### config.mk
export PLATFORM = sky130hd
export DESIGN_NAME = epoch_to_fat_timestamp
export DESIGN_NICKNAME = d
export VERILOG_FILES = /design/src/rtl/e2f_pkg.sv /design/src/rtl/e2f_datapath.sv /design/src/rtl/e2f_ctrl.sv /design/src/rtl/epoch_to_fat_timestamp.sv
export SDC_FILE = /design/constraint.sdc
export NUM_CORES = 1
export LEC_CHECK = 0
export BUFFER_PORTS_ARGS = -buffer_cell sky130_fd_sc_hd__buf_2
export CAP_MARGIN = 20
export CORE_MARGIN = 1.5
export CORE_UTILIZATION = 55
export CTS_BUF_LIST = sky130_fd_sc_hd__clkbuf_4 sky130_fd_sc_hd__clkbuf_8
export DETAILED_ROUTE_END_ITERATION = 8
export PLACE_DENSITY = 0.68
export SLEW_MARGIN = 30
export SYNTH_ARGS = -nofsm -noshare
export SYNTH_HDL_FRONTEND = slang
export SYNTH_SLANG_ARGS = --single-unit
### constraint.sdc
create_clock -name clock -period 8.5 [get_ports clock]
set_input_delay 0.85 -clock clock [delete_from_list [all_inputs] [get_ports clock]]
set_output_delay 0.85 -clock clock [all_outputs]
set_load 0.03 [all_outputs]
### src/rtl/e2f_pkg.sv
// e2f_pkg: shared types, constants and calendar helpers for the epoch to fat timestamp block
// depends on nothing; used by e2f_ctrl, e2f_datapath and epoch_to_fat_timestamp
`timescale 1ns / 1ps
`default_nettype none

package e2f_pkg;

   // a day is 128 * 675 seconds; the count is shifted by 7 and divided by 675
   localparam logic [9:0]  SECS_PER_DAY_HI = 10'd675;
   // ceil(2^35 / 675), exact quotient for any 25-bit dividend
   localparam logic [25:0] DAY_RECIP      = 26'd50903317;
   localparam logic [11:0] SECS_PER_HOUR  = 12'd3600;
   localparam logic [5:0]  SECS_PER_MIN   = 6'd60;
   // year offset from 2000 plus this bias gives the fat year offset from 1980
   localparam logic [7:0]  FAT_YEAR_BIAS  = 8'd20;
   // 2100 is the only century year reachable that breaks the four-year rule
   localparam logic [7:0]  NOLEAP_CENTURY = 8'd100;
   localparam logic [3:0]  MONTH_FEB      = 4'd1;
   localparam logic [3:0]  MONTH_LAST     = 4'd11;

   typedef enum logic [2:0] {
      S_IDLE,
      S_DAYS,
      S_REM,
      S_YEAR,
      S_MONTH,
      S_PACK
   } state_type;

   typedef struct packed {
      logic load;
      logic div_days;
      logic div_rem;
      logic year_step;
      logic month_step;
      logic tod_step;
      logic out_load;
   } cmd_type;

   typedef struct packed {
      logic year_done;
      logic month_done;
      logic tod_done;
   } status_type;

   // year offset from 2000, valid for offsets below 200
   function automatic logic is_leap(input logic [7:0] yoff);
      return (yoff[1:0] == 2'b00) && (yoff != NOLEAP_CENTURY);
   endfunction

   function automatic logic [8:0] year_len(input logic [7:0] yoff);
      return is_leap(yoff) ? 9'd366 : 9'd365;
   endfunction

   function automatic logic [4:0] month_len(input logic [3:0] mon, input logic leap);
      logic [4:0] len;
      if (mon == MONTH_FEB) begin
         len = leap ? 5'd29 : 5'd28;
      end else if (mon inside {4'd3, 4'd5, 4'd8, 4'd10}) begin
         len = 5'd30;
      end else begin
         len = 5'd31;
      end
      return len;
   endfunction

endpackage

`default_nettype wire

### src/rtl/e2f_datapath.sv
// e2f_datapath: day split, year and month walk, time-of-day split and result register
// depends on e2f_pkg; driven by e2f_ctrl through cmd_type, reports through status_type
`timescale 1ns / 1ps
`default_nettype none

module e2f_datapath (
   input  wire logic                clock,
   input  wire logic                reset,
   input  wire logic [31:0]         req_epoch_seconds,
   input  wire e2f_pkg::cmd_type    cmd,
   output e2f_pkg::status_type      status,
   output logic [31:0]              rsp_fat_timestamp
);

   logic [31:0] quot_ff, quot_in;
   logic [16:0] rem_ff, rem_in;
   logic [7:0]  yoff_ff, yoff_in;
   logic [3:0]  mon_ff, mon_in;
   logic [4:0]  hour_ff, hour_in;
   logic [5:0]  min_ff, min_in;
   logic        phase_ff, phase_in;
   logic [31:0] out_ff, out_in;

   logic [24:0] day_hi;
   logic [50:0] day_prod;
   logic [15:0] day_quot;
   logic [25:0] day_back;
   logic [9:0]  day_rem;
   logic [15:0] days;
   logic [8:0]  ylen;
   logic [4:0]  mlen;
   logic        hour_ge;
   logic        min_ge;
   logic [7:0]  fat_year;
   logic [3:0]  fat_month;
   logic [4:0]  fat_day;

   // days by reciprocal multiply of the count over 128, then the 675 remainder
   // on top of the low 7 bits gives the second of the day
   assign day_hi   = quot_ff[31:7];
   assign day_prod = {26'd0, day_hi} * {25'd0, e2f_pkg::DAY_RECIP};
   assign day_quot = day_prod[50:35];
   assign day_back = {10'd0, rem_ff[15:0]} * {16'd0, e2f_pkg::SECS_PER_DAY_HI};
   assign day_rem  = 10'(day_hi - day_back[24:0]);

   assign days    = quot_ff[15:0];
   assign ylen    = e2f_pkg::year_len(yoff_ff);
   assign mlen    = e2f_pkg::month_len(mon_ff, e2f_pkg::is_leap(yoff_ff));
   assign hour_ge = rem_ff >= {5'd0, e2f_pkg::SECS_PER_HOUR};
   assign min_ge  = rem_ff >= {11'd0, e2f_pkg::SECS_PER_MIN};

   assign status.year_done  = days < {7'd0, ylen};
   assign status.month_done = (mon_ff == e2f_pkg::MONTH_LAST) || (days < {11'd0, mlen});
   assign status.tod_done   = phase_ff && !min_ge;

   always_comb begin
      quot_in  = quot_ff;
      rem_in   = rem_ff;
      yoff_in  = yoff_ff;
      mon_in   = mon_ff;
      hour_in  = hour_ff;
      min_in   = min_ff;
      phase_in = phase_ff;
      if (cmd.load) begin
         quot_in  = req_epoch_seconds;
         rem_in   = 17'd0;
         yoff_in  = 8'd0;
         mon_in   = 4'd0;
         hour_in  = 5'd0;
         min_in   = 6'd0;
         phase_in = 1'b0;
      end else begin
         // day count parks in the remainder while the count is still needed
         if (cmd.div_days) begin
            rem_in = {1'b0, day_quot};
         end
         if (cmd.div_rem) begin
            quot_in = {16'd0, rem_ff[15:0]};
            rem_in  = {day_rem, quot_ff[6:0]};
         end
         if (cmd.year_step && !status.year_done) begin
            quot_in = {16'd0, 16'(days - {7'd0, ylen})};
            yoff_in = 8'(yoff_ff + 8'd1);
         end
         if (cmd.month_step && !status.month_done) begin
            quot_in = {16'd0, 16'(days - {11'd0, mlen})};
            mon_in  = 4'(mon_ff + 4'd1);
         end
         // hours first, then minutes, out of the second of the day
         if (cmd.tod_step) begin
            if (!phase_ff) begin
               if (hour_ge) begin
                  rem_in  = 17'(rem_ff - {5'd0, e2f_pkg::SECS_PER_HOUR});
                  hour_in = 5'(hour_ff + 5'd1);
               end else begin
                  phase_in = 1'b1;
               end
            end else if (min_ge) begin
               rem_in = 17'(rem_ff - {11'd0, e2f_pkg::SECS_PER_MIN});
               min_in = 6'(min_ff + 6'd1);
            end
         end
      end
   end

   assign fat_year  = 8'(yoff_ff + e2f_pkg::FAT_YEAR_BIAS);
   assign fat_month = 4'(mon_ff + 4'd1);
   assign fat_day   = 5'(days[4:0] + 5'd1);

   always_comb begin
      out_in = out_ff;
      if (cmd.out_load) begin
         out_in = {fat_year[6:0], fat_month, fat_day, hour_ff, min_ff, rem_ff[5:1]};
      end
   end

   always_ff @(posedge clock) begin
      if (reset) begin
         rem_ff   <= 17'd0;
         mon_ff   <= 4'd0;
         hour_ff  <= 5'd0;
         min_ff   <= 6'd0;
         phase_ff <= 1'b0;
      end else begin
         rem_ff   <= rem_in;
         mon_ff   <= mon_in;
         hour_ff  <= hour_in;
         min_ff   <= min_in;
         phase_ff <= phase_in;
      end
   end

   always_ff @(posedge clock) begin
      quot_ff <= quot_in;
      yoff_ff <= yoff_in;
      out_ff  <= out_in;
   end

   assign rsp_fat_timestamp = out_ff;

`ifndef SYNTH
   a_mon_range: assert property (@(posedge clock) disable iff (reset)
      mon_ff <= e2f_pkg::MONTH_LAST)
      else $error("month counter past december");
   a_hour_range: assert property (@(posedge clock) disable iff (reset)
      hour_ff < 5'd24)
      else $error("hour counter past 23");
   a_tod_rem: assert property (@(posedge clock) disable iff (reset)
      status.tod_done |-> (rem_ff < {11'd0, e2f_pkg::SECS_PER_MIN}) && (min_ff < 6'd60))
      else $error("time of day split left an out of range minute or second");
`endif

endmodule

`default_nettype wire

### src/rtl/e2f_ctrl.sv
// e2f_ctrl: sequencing state machine and result valid flag
// depends on e2f_pkg; commands e2f_datapath through cmd_type
`timescale 1ns / 1ps
`default_nettype none

module e2f_ctrl (
   input  wire logic                 clock,
   input  wire logic                 reset,
   input  wire logic                 req_valid,
   output logic                      req_ready,
   output logic                      rsp_valid,
   input  wire logic                 rsp_ready,
   input  wire e2f_pkg::status_type  status,
   output e2f_pkg::cmd_type          cmd
);

   e2f_pkg::state_type state_ff, state_in;
   logic       rsp_valid_ff, rsp_valid_in;
   logic       out_free;

   assign out_free = !rsp_valid_ff || rsp_ready;

   always_comb begin
      state_in = state_ff;
      case (state_ff)
         e2f_pkg::S_IDLE: begin
            if (req_valid) begin
               state_in = e2f_pkg::S_DAYS;
            end
         end
         e2f_pkg::S_DAYS: begin
            state_in = e2f_pkg::S_REM;
         end
         e2f_pkg::S_REM: begin
            state_in = e2f_pkg::S_YEAR;
         end
         e2f_pkg::S_YEAR: begin
            if (status.year_done) begin
               state_in = e2f_pkg::S_MONTH;
            end
         end
         e2f_pkg::S_MONTH: begin
            if (status.month_done) begin
               state_in = e2f_pkg::S_PACK;
            end
         end
         e2f_pkg::S_PACK: begin
            if (status.tod_done && out_free) begin
               state_in = e2f_pkg::S_IDLE;
            end
         end
         default: begin
            state_in = e2f_pkg::S_IDLE;
         end
      endcase
   end

   always_comb begin
      cmd       = '0;
      req_ready = 1'b0;
      case (state_ff)
         e2f_pkg::S_IDLE: begin
            req_ready = 1'b1;
            cmd.load  = req_valid;
         end
         e2f_pkg::S_DAYS: begin
            cmd.div_days = 1'b1;
         end
         e2f_pkg::S_REM: begin
            cmd.div_rem = 1'b1;
         end
         e2f_pkg::S_YEAR: begin
            cmd.year_step = 1'b1;
            cmd.tod_step  = 1'b1;
         end
         e2f_pkg::S_MONTH: begin
            cmd.month_step = 1'b1;
            cmd.tod_step   = 1'b1;
         end
         e2f_pkg::S_PACK: begin
            cmd.tod_step = 1'b1;
            cmd.out_load = status.tod_done && out_free;
         end
         default: begin
            cmd = '0;
         end
      endcase
   end

   always_comb begin
      rsp_valid_in = rsp_valid_ff;
      if (cmd.out_load) begin
         rsp_valid_in = 1'b1;
      end else if (rsp_ready) begin
         rsp_valid_in = 1'b0;
      end
   end

   always_ff @(posedge clock) begin
      if (reset) begin
         state_ff     <= e2f_pkg::S_IDLE;
         rsp_valid_ff <= 1'b0;
      end else begin
         state_ff     <= state_in;
         rsp_valid_ff <= rsp_valid_in;
      end
   end

   assign rsp_valid = rsp_valid_ff;

`ifndef SYNTH
   a_no_overwrite: assert property (@(posedge clock) disable iff (reset)
      cmd.out_load |-> (!rsp_valid_ff || rsp_ready))
      else $error("result register loaded while a response is still pending");
   a_accept_starts: assert property (@(posedge clock) disable iff (reset)
      (req_valid && req_ready) |=> (state_ff == e2f_pkg::S_DAYS))
      else $error("accepted request did not start the day split");
   a_div_length: assert property (@(posedge clock) disable iff (reset)
      (state_ff == e2f_pkg::S_REM) |=> state_ff == e2f_pkg::S_YEAR)
      else $error("day split did not hand over after its second cycle");
`endif

endmodule

`default_nettype wire

### src/rtl/epoch_to_fat_timestamp.sv
// epoch_to_fat_timestamp: seconds since 2000-01-01 to fat packed date-time word
// depends on e2f_pkg, e2f_ctrl and e2f_datapath
//
//   channel  | direction | ports
//   request  | in        | req_valid, req_ready, req_epoch_seconds[31:0]
//   response | out       | rsp_valid, rsp_ready, rsp_fat_timestamp[31:0]
//
// one request at a time: an accept state, a day split and a second-of-day split, then a
// year walk with one step per year walked plus one, a month walk with one step per month
// walked plus one, and a pack state that waits for the time-of-day split and a free result register
// the hour/minute split runs beside the year and month walk and on into the pack state,
// so for early dates it, not the year walk, sets the length
// a finished response waits in its own register; the next request is taken meanwhile,
// but its pack cycle stalls until that register is free
// synchronous active-high reset clears the controller and any pending response
`timescale 1ns / 1ps
`default_nettype none

module epoch_to_fat_timestamp (
   input  wire logic        clock,
   input  wire logic        reset,
   input  wire logic        req_valid,
   output logic             req_ready,
   input  wire logic [31:0] req_epoch_seconds,
   output logic             rsp_valid,
   input  wire logic        rsp_ready,
   output logic [31:0]      rsp_fat_timestamp
);

   e2f_pkg::cmd_type    cmd;
   e2f_pkg::status_type status;

   e2f_ctrl u_ctrl (
      .clock     (clock),
      .reset     (reset),
      .req_valid (req_valid),
      .req_ready (req_ready),
      .rsp_valid (rsp_valid),
      .rsp_ready (rsp_ready),
      .status    (status),
      .cmd       (cmd)
   );

   e2f_datapath u_datapath (
      .clock             (clock),
      .reset             (reset),
      .req_epoch_seconds (req_epoch_seconds),
      .cmd               (cmd),
      .status            (status),
      .rsp_fat_timestamp (rsp_fat_timestamp)
   );

endmodule

`default_nettype wire

# Yosys cells after proc, flatten, opt, wreduce, memory -nomap -nowiden
# Index checks and enable logic that the tools add are counted.
# op_classes
n_addsub	11
bitwise	1
n_eq_ne	16
n_reduce_logical	21
n_mux	31
n_mul	2
order_cmp	4
# op_table
op	count
2-to-1 mux 32 bit	4
2-to-1 mux 17 bit	6
multiplier 25 x 26 -> 51 bit, second input constant	1
one-hot mux 3 bit (6 select lines)	1
>= comparator 17 x 12 -> 1 bit, second input constant	1
>= comparator 17 x 6 -> 1 bit, second input constant	1
subtractor 17 x 12 -> 17 bit, second input constant	1
subtractor 17 x 6 -> 17 bit, second input constant	1
< comparator 16 x 5 -> 1 bit	1
< comparator 16 x 9 -> 1 bit	1
multiplier 16 x 10 -> 10 bit, second input constant	1
subtractor 16 x 5 -> 16 bit	1
subtractor 16 x 9 -> 16 bit	1
2-to-1 mux 1 bit	14
equality test 4 bit, second input constant	3
2-to-1 mux 3 bit	4
adder 5 x 1 -> 5 bit, second input constant	2
subtractor 10 bit	1
adder 8 x 1 -> 8 bit, second input constant	1
!= test 8 x 7 -> 1 bit, second input constant	1
nonzero test 4 bit	2
adder 7 x 5 -> 7 bit, second input constant	1
adder 6 x 1 -> 6 bit, second input constant	1
equality test 3 x 2 -> 1 bit, second input constant	2
other kinds (21)	33
# totals
wordCells	96
output_inout_bits	34
inputBits	36
regBits	109

# Logic depth before layout (Yosys ltp)
# logic_depth
word_depth	10
mapped_depth	25
depth_no_buf	25

# Hierarchy
# From an unflattened synthesis, not the netlist that was laid out.
# hier_totals
hier_cells	1875
hier_area_um2	17443.0
# modules_own_cells
mod	seq_area_each_um2	cells_each	instances	area_per_inst_um2
e2f_datapath	2742.6	1838	1	17133.9
e2f_ctrl	80.1	37	1	309.0

# Worst setup path after synthesis
# OpenSTA, ideal clock, no wires.
# synth_timing
path_type	reg2reg
from	register u_datapath.quot_ff[30]
to	register u_datapath.rem_ff[12]
arrival_time_ps	6352
period_less_slack_ps	6486
stages_incl_launch_ff	22
slack_ps	2014
path_buffers	0
setup_ps	134
required_ps	8366
path_cell_list	edfxtp_1 fa_1 inv_1 fa_1 inv_1 fa_1 inv_1 fa_1 inv_1 fa_1 fa_1 ha_1 ha_1 a211oi_1 o221ai_1 o221ai_1 a211o_1 a21oi_1 o311ai_0 nand2_1 and4b_1 or4_1
# synth_between
elab_chain_cells	6
word_cells_on_any_way	7
# synth_lines
item	line	text
start, declared	e2f_datapath.sv:15	logic [31:0] quot_ff, quot_in;
start signal, assigned	e2f_datapath.sv:134	quot_ff <= quot_in;
multiplier 25 x 26 -> 51 bit *	e2f_datapath.sv:41	assign day_prod = {26'd0, day_hi} * {25'd0, e2f_pkg::DAY_RECIP};
2-to-1 mux 17 bit *	e2f_datapath.sv:74	if (cmd.div_days) begin
2-to-1 mux 17 bit *	e2f_datapath.sv:77	if (cmd.div_rem) begin
2-to-1 mux 17 bit, on equally long branches	e2f_datapath.sv:92, e2f_datapath.sv:98	
2-to-1 mux 17 bit	e2f_datapath.sv:91	if (!phase_ff) begin
2-to-1 mux 17 bit *	e2f_datapath.sv:90	if (cmd.tod_step) begin
end signal, assigned	e2f_datapath.sv:125	rem_ff <= rem_in;
end, declared	e2f_datapath.sv:16	logic [16:0] rem_ff, rem_in;
# Every way passes the cells marked *; elsewhere a longest branch is shown, timed or not.
# A chain may end at the register's enable or synchronous reset.

# Final worst setup path
# layout_timing
from	register u_datapath.quot_ff[11]
to	register u_datapath.rem_ff[12]
# layout_between
elab_chain_cells	6
word_cells_on_any_way	8
# layout_lines
item	line
multiplier 25 x 26 -> 51 bit	e2f_datapath.sv:41
2-to-1 mux 17 bit	e2f_datapath.sv:74
2-to-1 mux 17 bit *	e2f_datapath.sv:77
2-to-1 mux 17 bit, on equally long branches	e2f_datapath.sv:92, e2f_datapath.sv:98
2-to-1 mux 17 bit	e2f_datapath.sv:91
2-to-1 mux 17 bit *	e2f_datapath.sv:90
# Marks and branches as above.

==> metrics.txt <==
status=finished, final reports clean; n_diodes=0; CTS Sinks=109; cell area after synthesis=16900 sq um; Synth-to-Final Area Change=5.70%; CP Capture Type=flip-flop; worst-path fanout max=6; WS Path Type=flip-flop to flip-flop; Synth area leader=ha_1; Util after Layout=0.596; routed len/inst=19.5 microns; ys flop type=edfxtp_1; fill count=2674; starting density of the core=0.564; met2 WL post-DR=20.2 mm; Slew @ Worst Pin=1.00 ns; RSZ-0062 raised after global routing=no; cts repair resizes=0; CTS Buffer Depth=2; clk slew on worst S/H paths=0.12 ns; main area contributors after synthesis=ha_1 25%, fa_1 23%, edfxtp_1 11%; R2R cell count=20; Core Rows=63; final WL=43.8 mm; Layout Nets=2424; Setup-failing EPs final=0; CTS tree=yes; Synth Area in XOR/XNOR=0.0332; Yosys warnings=0; Critical R2R Capture=u_datapath.rem_ff[12]; Max Used Layer=met4; first-pass GRT wire length=69.2 mm; CTS Buf Count=9; EDFF count, synth=64; DRT Pass-1 Iters=5; pin count of the biggest net entering global routing=33; Die Y=178 microns; Final period util=0.889; multi-input logic area=12400 sq um; Synth Instances=1802; Final ANT Viol Nets=0; Metal-1 WL=19.6 mm; Global Route Usage Sum=0.290; I/O Buffers=69; f_max=0.132 GHz; initial DRC count=1114; vias per inst=5.71; Final WS setup=0.941 ns; initial antenna violation count=0; Max Slew Vio Count=0; fin cells=2245; Clock Latency Late Sink=0.43 ns; DP Worst Slack=1.12 ns; Core Area=30000 sq um; simple logic cell fraction of the synthesized area=0.0958; Final Hold Viols=0; Yosys reg bits=109; share of the synthesized area in the top cell type=0.254; Critical Path Source Type=flip-flop; area occupied by registers=2820 sq um; Mapped Nets=2376; total congestion overflow=0; largest family of logic cells by synthesized area=adder cells; DRC=0; worst flop-to-flop path startpoint=u_datapath.quot_ff[11]; Slew headroom=0.333; Placer Congestion=0.958; setup_tns=0 ns; post-synthesis mux area share=0.00178; Post-CTS Repair Setup Buffers=0; vias in the first global route=12838; MaxCap Viol Count=0; die area=31700 sq um; Crit. Startpoint=u_datapath.quot_ff[11]; post-DP HPWL=36.5 mm; fraction of registers with async set or reset after synthesis=0; reg-to-reg slack, setup=0.94 ns; placed insts=2229; share of layout cells above drive strength 1=0.0598; hold buffer count at CTS=0; met3 WL=3.08 mm; Seq/Total Area, Yosys=0.167; Min-Delay Path Class=flip-flop to flip-flop; crit path DAT=7.85 ns; H-tree depth=3; WP data required=8.79 ns; Yosys cell types=73; CTS Root Cell=clkbuf_8; Syn Area/Cell=9.37 sq um; area fraction in compound gates after synthesis=0.114; Boundary Pins=70; Die X=178 microns; Vias=12813; CP endpoint=u_datapath.rem_ff[12]; Post-Synth Adder-Cell Area=0.486; minimum clock period=7.56 ns; clock skew=0.0234 ns
==> cell families (layout without fill, tap and decap cells) <==
kind of cell | count (synthesis) | count (layout)
AOI/OAI and AO/OA | 296 | 296
xor gates and xnor gates | 64 | 64
adders and majority gates | 538 | 538
buffers and inverters | 454 | 507
DFF | 109 | 109
muxes | 3 | 3
and+or+nand+nor | 338 | 338
==> cell type report <==
class / instances / share of cell area
Tap cell: 390 / 0.0273
Clock inverter: 7 / 0.00379
Inverter: 410 / 0.0863
Timing Repair Buffer: 81 / 0.0244
Sequential cell: 109 / 0.158
Multi-Input combinational cell: 1239 / 0.693
Clock buffer: 9 / 0.00694
==> worst max-delay path: stages, from the launching register on <==
cell and delay (ns):
edfxtp_1 0.56, inv_1 0.25, ha_1 0.40, inv_1 0.16, fa_1 0.45, fa_1 0.49, fa_1 0.44, fa_1 0.53
fa_1 0.49, inv_1 0.05, fa_1 0.42, ha_1 0.33, nand4_1 0.14, nor4_1 0.75, o221ai_1 0.30, a211o_1 0.34
a21oi_1 0.37, o311ai_0 0.30, nand2_1 0.15, nor4_1 0.05, or4_1 0.47
==> synthesized netlist by cell type, drive strengths merged (3+ instances only) <==
cell type  instances
a31oi             12
xor2              19
edfxtp            64
fa               196
clkbuf            37
o2111ai            3
nand3             40
a21oi             84
o21ai             69
nand2b            10
ha               342
nand3b             3
a21o              22
o221ai            12
nor2              87
a211oi             9
and2               7
dfxtp             45
o31ai              4
xnor2             45
o21bai             6
o22ai             11
or3                7
nor4               5
inv              410
or4                3
nand2             95
a22o               3
nor3              27
o211a              3
buf                7
nand4             17
o311ai             3
a22oi             12
o21a               6
mux2i              3
and3              26
a221oi             4
o211ai            11
a221o              5
a211o              4
==> registers in the layout, indices dropped and copies added, names as in the netlist <==
register / count
u_datapath.hour_ff: 5
u_ctrl.state_ff: 3
u_datapath.rsp_fat_timestamp: 32
u_datapath.mon_ff: 4
u_datapath.phase_ff: 1
u_datapath.min_ff: 6
u_ctrl.rsp_valid: 1
u_datapath.rem_ff: 17
u_datapath.quot_ff: 32
u_datapath.yoff_ff: 8
==> layout by cell type (no fill, tap or decap), types with 7 or more instances in the layout <==
master / instances
xnor2_1: 45
nor3_1: 26
fa_1: 196
o211ai_1: 11
and3_1: 26
and2_1: 7
nand4_1: 17
o221ai_1: 12
a211oi_1: 9
ha_1: 342
a31oi_1: 11
a22oi_1: 11
or3_1: 7
o21ai_0: 65
a21oi_1: 83
inv_1: 410
nand2_1: 95
nor2_1: 84
clkbuf_8: 9
a21o_1: 22
buf_2: 69
buf_4: 12
o22ai_1: 11
edfxtp_1: 64
dfxtp_1: 45
nand3_1: 39
xor2_1: 19
nand2b_1: 10
==> metrics by stage <==
stage	hold WS [ns]	area, sq um
floorplan	0.428	16900
CTS	0.473	17800
global placement	0.438	17600
global route	0.495	17800
finish	0.468	17800
detailed placement	0.445	17600
==> per-layer routing <==
| layer | up-vias | global-route usage |
|---|---|---|
| met5 | - | 0 |
| met4 | 0 | 0.0833 |
| met3 | 54 | 0.0475 |
| met2 | 404 | 0.468 |
| met1 | 6275 | 0.402 |
| li1 | 6080 | - |
==> how the worst min path moves through the flow <==
stage / from / cells after the start / endpoint / slack (ns)
finish: u_datapath.hour_ff[4] / 0 / u_datapath.rsp_fat_timestamp[15] / 0.47
global route: u_datapath.hour_ff[4] / 0 / u_datapath.rsp_fat_timestamp[15] / 0.49
CTS: u_datapath.hour_ff[4] / 0 / u_datapath.rsp_fat_timestamp[15] / 0.47
detailed placement: u_datapath.hour_ff[4] / 0 / u_datapath.rsp_fat_timestamp[15] / 0.45
global placement: u_datapath.min_ff[5] / 0 / u_datapath.rsp_fat_timestamp[10] / 0.44
floorplan: u_datapath.min_ff[5] / 0 / u_datapath.rsp_fat_timestamp[10] / 0.43
Power is left out: the tool's default activity adds up to more than one toggle a clock period on the data nets, which glitch-free logic cannot reach.
